File: src/sps_pkg.sv
// Shared types, command codes and the coil phase table of the stepper position sequencer.
package sps_pkg;

    // Widths of the word fields.
    localparam int unsigned CMD_BITS   = 3;
    localparam int unsigned VALUE_BITS = 16;
    localparam int unsigned LIMIT_BITS = 15;
    localparam int unsigned COIL_BITS  = 4;
    localparam int unsigned OUT_BITS   = 16;
    localparam int unsigned HOLD_BITS  = 8;
    localparam int unsigned SPEED_BITS = 2;
    localparam int unsigned PHASE_BITS = 3;

    // Configuration port.
    localparam int unsigned CFG_INDEX_BITS = 2;
    localparam int unsigned CFG_DATA_BITS  = 8;

    // Register hold value after reset.
    localparam logic [HOLD_BITS-1:0] HOLD_TICKS_RESET = 8'd10;

    typedef enum logic [CFG_INDEX_BITS-1:0] {
        CFG_SPEED_MODE    = 2'd0,
        CFG_HOLD_TICKS    = 2'd1,
        CFG_TEST_INACTIVE = 2'd2,
        CFG_UNUSED        = 2'd3
    } cfg_index_t;

    typedef enum logic [CMD_BITS-1:0] {
        CMD_TICK       = 3'd0,
        CMD_SET_TARGET = 3'd1,
        CMD_SET_POS    = 3'd2,
        CMD_ZERO_BOTH  = 3'd3,
        CMD_STOP       = 3'd4,
        CMD_OFFSET     = 3'd5,
        CMD_REARM      = 3'd6,
        CMD_NONE       = 3'd7
    } command_t;

    // Speed modes that run the tick divider.
    localparam logic [SPEED_BITS-1:0] SPEED_HALF  = 2'd1;
    localparam logic [SPEED_BITS-1:0] SPEED_THIRD = 2'd2;

    // Two-phase drive pattern, one entry per phase index.
    localparam logic [COIL_BITS-1:0] COIL_TABLE [8] = '{
        4'b0011, 4'b0110, 4'b1100, 4'b1001,
        4'b0011, 4'b0110, 4'b1100, 4'b1001
    };

    typedef struct packed {
        logic [CMD_BITS-1:0]          command;
        logic signed [VALUE_BITS-1:0] value;
        logic [LIMIT_BITS-1:0]        limit;
    } in_word_t;

    typedef struct packed {
        logic [COIL_BITS-1:0]       coils;
        logic signed [OUT_BITS-1:0] position;
        logic signed [OUT_BITS-1:0] target_pos;
        logic                       done_res;
        logic                       ok;
    } out_word_t;

    typedef struct packed {
        logic [SPEED_BITS-1:0] speed_mode;
        logic [HOLD_BITS-1:0]  hold_ticks;
        logic                  test_inactive;
    } cfg_t;

endpackage

File: src/sps_core.sv
// Motion state registers and the single-pass next-state logic for one command word.
module sps_core #(
    parameter int unsigned PHASE_COUNT = 8,
    parameter int unsigned POS_BITS    = 16
) (
    input  logic              clk,
    input  logic              rst_n,
    input  logic              step,
    input  sps_pkg::in_word_t word_in,
    input  sps_pkg::cfg_t     cfg,
    output sps_pkg::out_word_t result
);

    localparam int unsigned RW = POS_BITS + 1;
    localparam int unsigned WW =
        ((POS_BITS > sps_pkg::VALUE_BITS) ? POS_BITS : sps_pkg::VALUE_BITS) + 2;
    localparam int unsigned PHASE_BITS_P1 = sps_pkg::PHASE_BITS + 1;

    logic [POS_BITS-1:0]            target_reg, target_next;
    logic [POS_BITS-1:0]            position_reg, position_next;
    logic signed [RW-1:0]           remaining_reg, remaining_next;
    logic [sps_pkg::HOLD_BITS-1:0]  start_hold_reg, start_hold_next;
    logic [sps_pkg::HOLD_BITS-1:0]  stop_hold_reg, stop_hold_next;
    logic [sps_pkg::SPEED_BITS-1:0] divider_reg, divider_next;
    logic [sps_pkg::PHASE_BITS-1:0] phase_reg, phase_next;
    logic [sps_pkg::COIL_BITS-1:0]  coil_reg, coil_next;
    logic                           ok_next;

    logic signed [POS_BITS-1:0] target_s, position_s;
    logic signed [RW-1:0]       distance;
    logic signed [WW-1:0]       value_w, target_w, offset_sum, limit_w;
    logic [PHASE_BITS_P1-1:0]   phase_inc;
    logic [WW-1:0]              pos_z, tgt_z;

    assign target_s   = target_reg;
    assign position_s = position_reg;
    assign distance   = RW'(target_s) - RW'(position_s);
    assign value_w    = WW'(word_in.value);
    assign target_w   = WW'(target_s);
    assign offset_sum = target_w + value_w;
    assign limit_w    = WW'(word_in.limit);
    assign phase_inc  = {1'b0, phase_reg} + PHASE_BITS_P1'(1);

    always_comb
    begin
        logic skip;
        skip            = 1'b0;
        target_next     = target_reg;
        position_next   = position_reg;
        remaining_next  = remaining_reg;
        start_hold_next = start_hold_reg;
        stop_hold_next  = stop_hold_reg;
        divider_next    = divider_reg;
        phase_next      = phase_reg;
        coil_next       = coil_reg;
        ok_next         = 1'b1;
        if (step)
        begin
            case (sps_pkg::command_t'(word_in.command))
                sps_pkg::CMD_TICK:
                begin
                    if (!cfg.test_inactive)
                    begin
                        // Latch a new move when idle and off target.
                        if (remaining_reg == '0 && target_reg != position_reg)
                        begin
                            remaining_next  = distance;
                            start_hold_next = cfg.hold_ticks;
                            stop_hold_next  = cfg.hold_ticks;
                        end
                        if (cfg.speed_mode == sps_pkg::SPEED_HALF ||
                            cfg.speed_mode == sps_pkg::SPEED_THIRD)
                        begin
                            if (divider_reg != '0)
                            begin
                                divider_next = divider_reg - 2'd1;
                                skip         = 1'b1;
                            end
                            else
                            begin
                                divider_next = cfg.speed_mode;
                            end
                        end
                        if (!skip)
                        begin
                            if (start_hold_next != '0)
                            begin
                                start_hold_next = start_hold_next - 8'd1;
                                coil_next       = sps_pkg::COIL_TABLE[phase_reg];
                            end
                            else if (remaining_next == '0)
                            begin
                                if (stop_hold_next != '0)
                                begin
                                    stop_hold_next = stop_hold_next - 8'd1;
                                    coil_next      = sps_pkg::COIL_TABLE[phase_reg];
                                end
                                else
                                begin
                                    coil_next = '0;
                                end
                            end
                            else if (!remaining_next[RW-1])
                            begin
                                remaining_next = remaining_next - RW'(1);
                                position_next  = position_reg + POS_BITS'(1);
                                if (phase_inc >= PHASE_BITS_P1'(PHASE_COUNT))
                                    phase_next = '0;
                                else
                                    phase_next = phase_inc[sps_pkg::PHASE_BITS-1:0];
                                coil_next = sps_pkg::COIL_TABLE[phase_next];
                            end
                            else
                            begin
                                remaining_next = remaining_next + RW'(1);
                                position_next  = position_reg - POS_BITS'(1);
                                if (phase_reg == '0 ||
                                    {1'b0, phase_reg} >= PHASE_BITS_P1'(PHASE_COUNT))
                                    phase_next = sps_pkg::PHASE_BITS'(PHASE_COUNT - 1);
                                else
                                    phase_next = phase_reg - 3'd1;
                                coil_next = sps_pkg::COIL_TABLE[phase_next];
                            end
                        end
                    end
                end
                sps_pkg::CMD_SET_TARGET:
                    target_next = value_w[POS_BITS-1:0];
                sps_pkg::CMD_SET_POS:
                    position_next = value_w[POS_BITS-1:0];
                sps_pkg::CMD_ZERO_BOTH:
                begin
                    target_next   = '0;
                    position_next = '0;
                end
                sps_pkg::CMD_STOP:
                begin
                    target_next     = position_reg;
                    remaining_next  = '0;
                    start_hold_next = cfg.hold_ticks;
                    stop_hold_next  = cfg.hold_ticks;
                end
                sps_pkg::CMD_OFFSET:
                begin
                    remaining_next  = '0;
                    start_hold_next = cfg.hold_ticks;
                    stop_hold_next  = cfg.hold_ticks;
                    if (offset_sum > limit_w)
                    begin
                        target_next = limit_w[POS_BITS-1:0];
                        ok_next     = 1'b0;
                    end
                    else if (offset_sum[WW-1])
                    begin
                        target_next = '0;
                        ok_next     = 1'b0;
                    end
                    else
                    begin
                        target_next = offset_sum[POS_BITS-1:0];
                    end
                end
                sps_pkg::CMD_REARM:
                begin
                    start_hold_next = cfg.hold_ticks;
                    stop_hold_next  = cfg.hold_ticks;
                end
                default:
                begin
                    ok_next = 1'b1;
                end
            endcase
        end
    end

    // Report the low bits of the zero-extended next-state values.
    assign pos_z = WW'(position_next);
    assign tgt_z = WW'(target_next);

    always_comb
    begin
        result.coils      = coil_next;
        result.position   = pos_z[sps_pkg::OUT_BITS-1:0];
        result.target_pos = tgt_z[sps_pkg::OUT_BITS-1:0];
        result.done_res   = (position_next == target_next);
        result.ok         = ok_next;
    end

    always_ff @(posedge clk or negedge rst_n)
    begin
        if (!rst_n)
        begin
            target_reg     <= '0;
            position_reg   <= '0;
            remaining_reg  <= '0;
            start_hold_reg <= '0;
            stop_hold_reg  <= '0;
            divider_reg    <= '0;
            phase_reg      <= '0;
            coil_reg       <= '0;
        end
        else
        begin
            target_reg     <= target_next;
            position_reg   <= position_next;
            remaining_reg  <= remaining_next;
            start_hold_reg <= start_hold_next;
            stop_hold_reg  <= stop_hold_next;
            divider_reg    <= divider_next;
            phase_reg      <= phase_next;
            coil_reg       <= coil_next;
        end
    end

endmodule

File: src/sps_out_stage.sv
// Result register that holds one finished word until the consumer takes it.
module sps_out_stage (
    input  logic                clk,
    input  logic                rst_n,
    input  logic                load,
    input  sps_pkg::out_word_t  load_data,
    output logic                can_load,
    output logic                out_valid,
    input  logic                out_ready,
    output sps_pkg::out_word_t  out_data
);

    logic               valid_reg, valid_next;
    sps_pkg::out_word_t data_reg;

    // Take a new word when the register is empty or the held one leaves in the same cycle.
    assign can_load   = !valid_reg || out_ready;
    assign valid_next = load || (valid_reg && !out_ready);

    always_ff @(posedge clk or negedge rst_n)
    begin
        if (!rst_n)
            valid_reg <= 1'b0;
        else
            valid_reg <= valid_next;
    end

    always_ff @(posedge clk)
    begin
        if (load)
            data_reg <= load_data;
    end

    assign out_valid = valid_reg;
    assign out_data  = data_reg;

endmodule

File: src/stepper_position_sequencer_unit.sv
// Top level of the stepper position sequencer: configuration registers, core and result register.
//
// Drives one four-coil stepper toward a target step position, one command word per item.
// Every accepted word produces exactly one result word carrying the coil drive, the position
// and target after the command, a done flag and a clamp flag. A word is accepted in any cycle
// in which the result register is empty or its word is being taken, so the block sustains one
// word per clock unless stalled; the whole update of the motion registers is one pass of logic
// from the accepted word into the motion and result registers, and a result appears in the cycle
// after acceptance. Tick words (command 0, test_inactive clear) advance the motion: latch a move
// when idle, apply the speed divider, then spend a start-hold tick, step one phase of the
// two-phase pattern, spend a stop-hold tick or switch the coils off. The other commands set the
// target, set the position, zero both, stop, offset the target clamped to 0..limit, or rearm the
// holds. Configuration writes (cfg_write, cfg_index, cfg_data) take effect at once and should
// be made only while no word is in flight: index 0 speed_mode, 1 hold_ticks, 2 test_inactive.
module stepper_position_sequencer_unit #(
    parameter int unsigned PHASE_COUNT = 8,
    parameter int unsigned POS_BITS    = 16
) (
    input  logic                                  clk,
    input  logic                                  rst_n,
    input  logic                                  in_valid,
    output logic                                  in_ready,
    input  sps_pkg::in_word_t                     in_data,
    output logic                                  out_valid,
    input  logic                                  out_ready,
    output sps_pkg::out_word_t                    out_data,
    input  logic                                  cfg_write,
    input  logic [sps_pkg::CFG_INDEX_BITS-1:0]    cfg_index,
    input  logic [sps_pkg::CFG_DATA_BITS-1:0]     cfg_data
);

    logic [sps_pkg::SPEED_BITS-1:0] speed_mode_reg;
    logic [sps_pkg::HOLD_BITS-1:0]  hold_ticks_reg;
    logic                           test_inactive_reg;

    sps_pkg::cfg_t      cfg;
    sps_pkg::out_word_t core_result;
    logic               accept;
    logic               can_load;

    // Configuration registers; an index beyond the list is dropped.
    always_ff @(posedge clk or negedge rst_n)
    begin
        if (!rst_n)
        begin
            speed_mode_reg    <= '0;
            hold_ticks_reg    <= sps_pkg::HOLD_TICKS_RESET;
            test_inactive_reg <= 1'b0;
        end
        else if (cfg_write)
        begin
            case (sps_pkg::cfg_index_t'(cfg_index))
                sps_pkg::CFG_SPEED_MODE:
                    speed_mode_reg <= cfg_data[sps_pkg::SPEED_BITS-1:0];
                sps_pkg::CFG_HOLD_TICKS:
                    hold_ticks_reg <= cfg_data[sps_pkg::HOLD_BITS-1:0];
                sps_pkg::CFG_TEST_INACTIVE:
                    test_inactive_reg <= cfg_data[0];
                default:
                    test_inactive_reg <= test_inactive_reg;
            endcase
        end
    end

    always_comb
    begin
        cfg.speed_mode    = speed_mode_reg;
        cfg.hold_ticks    = hold_ticks_reg;
        cfg.test_inactive = test_inactive_reg;
    end

    // Advance the motion state only on an accepted word.
    assign in_ready = can_load;
    assign accept   = in_valid && can_load;

    sps_core #(
        .PHASE_COUNT (PHASE_COUNT),
        .POS_BITS    (POS_BITS)
    ) u_core (
        .clk     (clk),
        .rst_n   (rst_n),
        .step    (accept),
        .word_in (in_data),
        .cfg     (cfg),
        .result  (core_result)
    );

    sps_out_stage u_out (
        .clk       (clk),
        .rst_n     (rst_n),
        .load      (accept),
        .load_data (core_result),
        .can_load  (can_load),
        .out_valid (out_valid),
        .out_ready (out_ready),
        .out_data  (out_data)
    );

endmodule
File: config.mk
export PLATFORM = sky130hd
export DESIGN_NAME = stepper_position_sequencer_unit
export DESIGN_NICKNAME = d
export VERILOG_FILES = /design/src/sps_pkg.sv /design/src/sps_core.sv /design/src/sps_out_stage.sv /design/src/stepper_position_sequencer_unit.sv
export SDC_FILE = /design/constraint.sdc
export NUM_CORES = 1
export LEC_CHECK = 0
export ABC_AREA = 1
export ABC_CLOCK_PERIOD_IN_PS = 6100
export BUFFER_PORTS_ARGS = -buffer_cell sky130_fd_sc_hd__buf_4
export CAP_MARGIN = 10
export CORE_AREA = 2 2 135 137
export CTS_BUF_LIST = sky130_fd_sc_hd__clkbuf_2
export DETAILED_ROUTE_END_ITERATION = 12
export DIE_AREA = 0 0 137 139
export GPL_ROUTABILITY_DRIVEN = 0
export HOLD_SLACK_MARGIN = 0.06
export PLACE_DENSITY = 0.82
export RECOVER_POWER = 100
export SYNTH_ARGS = -nofsm -noshare
export SYNTH_HDL_FRONTEND = slang
export SYNTH_SLANG_ARGS = --single-unit
File: constraint.sdc
create_clock -name clk -period 6.1 [get_ports clk]
set_input_delay 0.915 -clock clk [delete_from_list [all_inputs] [get_ports clk]]
set_output_delay 0.915 -clock clk [all_outputs]
set_load 0.05 [all_outputs]
==> impl_metrics.py, run 1 <==
metrics = {
    "run_status": {
        "status": "complete, but fails checks",
        "violations": "max-capacitance violations, max-slew violations",
    },
    "floorplan": {
        "dieHeight_um": 139,
        "core_mm2": 0.01766,
        "die_area_mm2": 0.01904,
        "start_util": 0.6143,
        "rows": 49,
        "io_pins": 89,
        "die_w_um": 137,
    },
    "yosys": {
        "yosys.area.top_type": "dfrtp_1",
        "synthCells": 1549,
        "synth_seq_cells": 124,
        "syn_avg_cell_area_um2": 7.002,
        "synth_area_leaders": "dfrtp_1, nand2_1, edfxtp_1, ha_1, inv_1",
        "synthFlopType": "dfrtp_1",
        "ys_warn_count": 0,
        "synth.most_common_cell": "nand2_1",
        "syn-cell-area_mm2": 0.01085,
        "async_reset_ff_frac": 0.6935,
        "synth-edff-count": 38,
        "yosys-top-cells-count": "nand2_1, inv_1, a21oi_1",
        "ys_types": 55,
        "yosys.area.top_type_share": 0.1938,
        "yosysSeqAreaShare": 0.3038,
        "synth_fp_nets": 1687,
    },
    "grt": {
        "grt_first_pass_wirelength_um": 49360,
        "grt_max_degree": 59,
        "antenna_found_initial": 2,
        "grt_usage": 0.3261,
        "grt_pass1_vias": 10130,
        "overflow": 0,
    },
    "cts": {
        "cts_max_level": 4,
        "cts_tree": "done",
        "cts.sinks": 124,
        "cts-buffers-inserted": 17,
        "cts_hold_buf": 1,
        "root_buffer": "clkbuf_2",
        "path_clk_slew_ns": 0.21,
        "clk_path_buf_depth": 2,
        "clk_latency_ns": 0.80,
        "post_cts_buffers": 0,
        "cts_resized": 0,
    },
    "routing": {
        "drtPass1Iterations": 5,
        "drc": 0,
        "drt-wirelength-per-cell_um": 16.20,
        "initialDrtViolationCount": 1321,
        "drt_wl_total_um": 30600,
        "routed_via_density": 5.787,
        "route.vias.total": 10930,
        "postRouteAntennaNets": 0,
    },
    "critical_path": {
        "crit-reg2reg-launch": "u_core.position_reg[8]",
        "endpoint_kind": "flop",
        "cp_top_family": "simple AND/OR/NAND/NOR gates",
        "rr_worst_depth": 27,
        "start_kind": "flop",
        "r2r-end": "u_out.out_data[1]",
        "cpMostUsedCell": "nand2_1",
        "cp_slowest_cell": "nor2_1",
        "worstPathRequired_ns": 6.75,
        "arrival_ns": 5.99,
        "critPathKind": "flop to flop",
        "cp.buffers_inverters": 2,
        "rrSetupSlack_ns": 0.76,
        "max_stage_delay_ns": 0.58,
        "cp_max_fo": 33,
    },
    "min_path": {
        "hold_depth": 3,
        "min_from": "in_valid",
        "hold_end": "u_out.out_valid",
        "min_path_type": "input port to flop",
    },
    "timing": {
        "final-setup-viol-count": 0,
        "hold_viol_final": 0,
        "fmax_ghz": 0.1873,
        "period_share": 0.8755,
        "worst_slack_ns": 0.7597,
        "fin_worst_skew_ns": 0.03648,
        "worst-slew-pin-transition_ns": 3.145,
        "finalCriticalPeriod_ns": 5.340,
        "final-max-slew-violation-count": 116,
        "timing.setup.tns_ns": 0,
        "rsz0062_at_grt": "false",
        "slew_headroom": -1.097,
    },
    "place": {
        "dpl.hpwl_um": 23570,
        "port_buffers": 88,
        "dp_worst_setup_slack_ns": 0.6791,
    },
    "cells_and_area": {
        "syn2layout_area_growth_pct": 8.605,
        "fin_nets": 1782,
        "drive_gt1_frac": 0.08328,
        "largest_reg_flops": 38,
    },
    "flow_run": {
        "max-cap-violations": 3,
    },
    "power": {
        "leakage_uw": 0.006055,
        "power_density_mw_per_mm2": 460.4,
        "peakVddDrop_v": 0.0002398,
    },
}
-- layer usage --
layer	share of wire	track usage	up-vias
li1	-	-	5314
met1	0.44	0.4578	4997
met2	0.45	0.5004	541
met3	0.085	0.05994	80
met4	0.030	0.1210	0
met5	0	0	-
-- cell type report --
class                           instances  area (µm²)
Tap cell                              229       286.5
Multi-Input combinational cell       1136        6376
Clock inverter                         14       122.6
Clock buffer                           18       90.09
Antenna cell                            3       7.507
Timing Repair Buffer                  107       633.1
Sequential cell                       124        3296
Fill cell                            1605        5877
Inverter                              258       968.4
-- worst register-to-register path: stages (launching register included) --
cell and delay [ns]:
dfrtp_1 0.51, inv_1 0.17, ha_1 0.43, nand2_1 0.13, nor2_1 0.19, nand2_1 0.11
inv_1 0.09, nand2_1 0.09, nand3_4 0.34, nor2_1 0.13, a21oi_1 0.28, ha_1 0.24
nand2_1 0.10, nor2_4 0.13, nand2_1 0.09, nor2_1 0.58, nand2_1 0.56, nand2_1 0.17
nand3_1 0.08, nand2_1 0.10, nand2_1 0.07, nand2_1 0.09, nand2_1 0.06, nand2_1 0.07
nand2_1 0.05, nor2_1 0.13, nand2_1 0.13, nor2_1 0.11
-- where the power goes --
group | leakage [µW] | internal, µW | switching (µW)
sequential | 0.00139 | 1040 | 139
combinational | 0.00454 | 1310 | 2430
clock | 0.000125 | 150 | 359
total | 0.00605 | 2500 | 2920
-- how the worst max path moves through the flow --
stage,start,endpoint,depth (start not counted)
2_1_floorplan,u_core.position_reg[0],u_core.remaining_reg[14],26
3_3_place_gp,in_data[15],u_out.out_data[1],33
3_5_place_dp,in_data[15],u_out.out_data[1],30
4_1_cts,u_core.position_reg[0],u_out.out_data[1],33
5_1_grt,u_core.position_reg[8],u_out.out_data[1],27
6_report,u_core.position_reg[8],u_out.out_data[1],27
-- cell usage in the layout (no fill, tap or decap), drive strengths merged, types with 5 or more instances in the layout --
cell	count
a211oi	6
a21oi	130
a221oi	16
a2bb2oi	7
a31oi	5
buf	59
clkbuf	65
clkinv	10
dfrtp	84
edfxtp	38
ha	85
inv	257
nand2	408
nand3	111
nand4	30
nor2	129
nor3	9
o211ai	24
o21a	6
o21ai	69
o21bai	6
o22ai	5
or2	9
xnor2	16
xor2	37
-- through the flow --
| step | hold slack [ns] | total power, µW | std cells | util | area, µm² |
|---|---|---|---|---|---|
| after floorplan | 0.4552 | 4059 | 1549 | - | 10850 |
| after global placement | 0.4729 | 4763 | 1852 | 0.6648 | 11740 |
| after detailed placement | 0.4801 | 4863 | 1852 | 0.6648 | 11740 |
| after CTS | 0.3110 | 5381 | 1885 | 0.6774 | 11960 |
| after global routing | 0.3271 | 5908 | 1888 | 0.6670 | 11780 |
| final | 0.3277 | 5424 | 1889 | 0.6672 | 11780 |
-- kinds of logic after synthesis --
logic type	share of synthesized area
AO/OA/AOI/OAI	0.1613
XOR/XNOR	0.04280
adder cells (fa/ha/maj)	0.1054
buffers and inverters	0.1068
flip-flops	0.3038
AND/OR/NAND/NOR	0.2798
Note: power is estimated with default switching activity, not from simulation.
==> run 2: changes to the inputs <==
--- a/config.mk
+++ b/config.mk
@@ -9,14 +9,15 @@
 export ABC_CLOCK_PERIOD_IN_PS = 6100
 export BUFFER_PORTS_ARGS = -buffer_cell sky130_fd_sc_hd__buf_4
 export CAP_MARGIN = 10
-export CORE_AREA = 2 2 135 137
+export CORE_AREA = 2 2 136 138
 export CTS_BUF_LIST = sky130_fd_sc_hd__clkbuf_2
 export DETAILED_ROUTE_END_ITERATION = 12
-export DIE_AREA = 0 0 137 139
+export DIE_AREA = 0 0 138 140
 export GPL_ROUTABILITY_DRIVEN = 0
 export HOLD_SLACK_MARGIN = 0.06
 export PLACE_DENSITY = 0.82
 export RECOVER_POWER = 100
 export SYNTH_ARGS = -nofsm -noshare
 export SYNTH_HDL_FRONTEND = slang
+export SYNTH_HIERARCHICAL = 1
 export SYNTH_SLANG_ARGS = --single-unit
==> run 2 against run 1 <==
  * The run still ends with max-capacitance violations, max-slew violations left
  * Hold slack gained 0.070 ns
  * Non-clock buffer count fell by 1
  * Worst setup slack worse by 0.10 ns
  * Count of clock-buffer cells in the layout decreased by 1
  * Global-route usage shrank 0.85 points
  * Clock skew shrank 0.00080 ns
  * Sequential share of layout area down 0.53 points
  * Die area up 1.5%
==> impl_metrics.py, run 2 <==
metrics = {
    "place": {
        "dpl.hpwl_um": 23740,
        "port_buffers": 88,
    },
    "cts": {
        "cts_max_level": 4,
        "path_clk_slew_ns": 0.24,
        "cts_hold_buf": 0,
        "cts_resized": 0,
        "cts.sinks": 124,
        "cts-buffers-inserted": 17,
        "clk_path_buf_depth": 2,
        "clk_latency_ns": 0.73,
        "root_buffer": "clkbuf_2",
        "post_cts_buffers": 0,
        "cts_tree": "done",
    },
    "floorplan": {
        "core_mm2": 0.01778,
        "die_w_um": 138,
        "rows": 49,
        "io_pins": 89,
        "start_util": 0.6235,
        "die_area_mm2": 0.01932,
        "dieHeight_um": 140,
    },
    "grt": {
        "grt_usage": 0.3176,
        "antenna_found_initial": 1,
        "grt_first_pass_wirelength_um": 50840,
        "grt_pass1_vias": 10600,
        "grt_max_degree": 46,
        "overflow": 0,
    },
    "routing": {
        "drt_wl_total_um": 30770,
        "drt-wirelength-per-cell_um": 15.71,
        "route.vias.total": 11300,
        "drtPass1Iterations": 6,
        "drc": 0,
        "routed_via_density": 5.769,
        "initialDrtViolationCount": 1113,
        "postRouteAntennaNets": 0,
    },
    "run_status": {
        "violations": "max-capacitance violations, max-slew violations",
        "status": "complete, but fails checks",
    },
    "timing": {
        "worst-slew-pin-transition_ns": 2.511,
        "hold_ws_ns": 0.3975,
        "fin_worst_skew_ns": 0.03568,
        "finalCriticalPeriod_ns": 5.445,
        "fmax_ghz": 0.1836,
        "slew_headroom": -0.6737,
        "rsz0062_at_grt": "false",
        "final-max-slew-violation-count": 89,
        "final-setup-viol-count": 0,
        "hold_viol_final": 0,
        "timing.setup.tns_ns": 0,
        "period_share": 0.8927,
    },
    "cells_and_area": {
        "final_cell_mix": "nand2_1, inv_1, nand3_1, a21oi_1, nor2_1",
        "largest_reg_flops": 38,
        "drive_gt1_frac": 0.07176,
        "syn2layout_area_growth_pct": 8.296,
        "fin_nets": 1853,
        "layout_commonest_cell": "nand2_1",
    },
    "critical_path": {
        "cp_max_fo": 17,
        "rr_worst_depth": 25,
        "worstPathRequired_ns": 6.68,
        "r2r-end": "u_out/out_data[1]",
        "critPathKind": "flop to flop",
        "endpoint": "u_out/out_data[1]",
        "start_kind": "flop",
        "crit-reg2reg-launch": "u_core/position_reg[2]",
        "endpoint_kind": "flop",
        "arrival_ns": 6.03,
        "rrSetupSlack_ns": 0.65,
        "startpoint": "u_core/position_reg[2]",
    },
    "min_path": {
        "min_from": "cfg_data[3]",
        "min_path_type": "input port to flop",
        "hold_depth": 3,
    },
    "yosys": {
        "yosysSeqAreaShare": 0.2973,
        "yosys-top-cells-count": "nand2_1, inv_1, nand3_1",
        "ys_warn_count": 6,
        "synth_fp_nets": 1762,
        "synthFlopType": "dfrtp_1",
        "ys_types": 54,
        "async_reset_ff_frac": 0.6935,
        "synth-edff-count": 38,
        "synth.most_common_cell": "nand2_1",
        "synth_area_leaders": "dfrtp_1, nand2_1, edfxtp_1, ha_1, inv_1",
        "yosys.area.top_type": "dfrtp_1",
        "yosys.area.top_type_share": 0.1896,
        "synthCells": 1624,
        "synth_seq_cells": 124,
        "syn_avg_cell_area_um2": 6.826,
        "syn-cell-area_mm2": 0.01109,
    },
    "flow_run": {
        "max-cap-violations": 2,
    },
}
-- run 2: cell types whose count changed after synthesis, sizes merged, moves of 3 or more --
cell / change
a21oi: -18
a221oi: -16
a22oi: +14
a2bb2oi: -7
inv: +29
nand2: +54
nand3: +9
nand4: +11
nor2: -22
o21a: -3
o21ai: +33
o22ai: -3
or2: -3
-- run 2: per-stage QoR --
stage	area [µm²]	util	std cells	worst slack [ns]
2_1_floorplan	11090	-	1624	1.549
3_3_place_gp	11970	0.6732	1925	0.9079
5_1_grt	12010	0.6752	1958	0.3689
6_report	12010	0.6752	1958	0.6548
4_1_cts	12230	0.6876	1957	1.243
3_5_place_dp	11970	0.6732	1925	0.7002
-- run 2: area by class of cell --
cell class	instances	area (µm²)
inverter	285	1070
clock inverter	15	171.4
sequential	124	3296
timing repair buffer	106	608.1
fill	1625	5774
antenna	1	2.502
tap	229	286.5
multi-input combinational	1181	6486
clock buffer	17	85.08
-- run 2: cells by family after synthesis --
group / Yosys count / share of synthesized area
simple gates: 754 / 0.2954
buf+inv: 319 / 0.1144
compound gates: 286 / 0.1486
flops: 124 / 0.2973
fa+ha+maj: 89 / 0.1032
xor+xnor: 52 / 0.04108
-- run 2: how the worst min path moves through the flow --
stage,end,slack (ns)
CTS,u_core/position_reg[5],0.10
detailed placement,u_core/coil_reg[1],0.47
global placement,hold_ticks_reg[3],0.47
global route,hold_ticks_reg[3],0.30
floorplan,u_core/coil_reg[1],0.44
finish,hold_ticks_reg[3],0.40
-- run 2: critical path, cell delays in order (launching register included) --
cell and delay [ns]:
dfrtp_1 0.52, inv_1 0.15, ha_1 0.46, nand2_1 0.11
nor2_1 0.13, nand2_1 0.14, nor2_8 0.15, nor2_4 0.07
inv_1 0.06, clkbuf_1 0.60, nor2_1 0.15, a21oi_1 0.31
ha_1 0.27, nand3_1 0.14, nor3_4 0.22, clkbuf_1 0.71
nand4_1 0.17, nand3_1 0.17, nand2_1 0.08, nand2_1 0.08
nand2_1 0.06, nand2_1 0.06, nand2_1 0.05, nor2_1 0.17
nand2_1 0.15, nor2_1 0.12
-- run 2: routing by layer --
layer / global-route usage / vias up / part of all wire
met2: 0.5021 / 555 / 0.44
met5: 0 / - / 0
met3: 0.05607 / 115 / 0.086
li1: - / 5480 / -
met1: 0.4304 / 5145 / 0.44
met4: 0.1407 / 0 / 0.042
Power of run 2 is not shown: default switching activity piles up to over one toggle a cycle in this logic, so the estimate is an artifact.
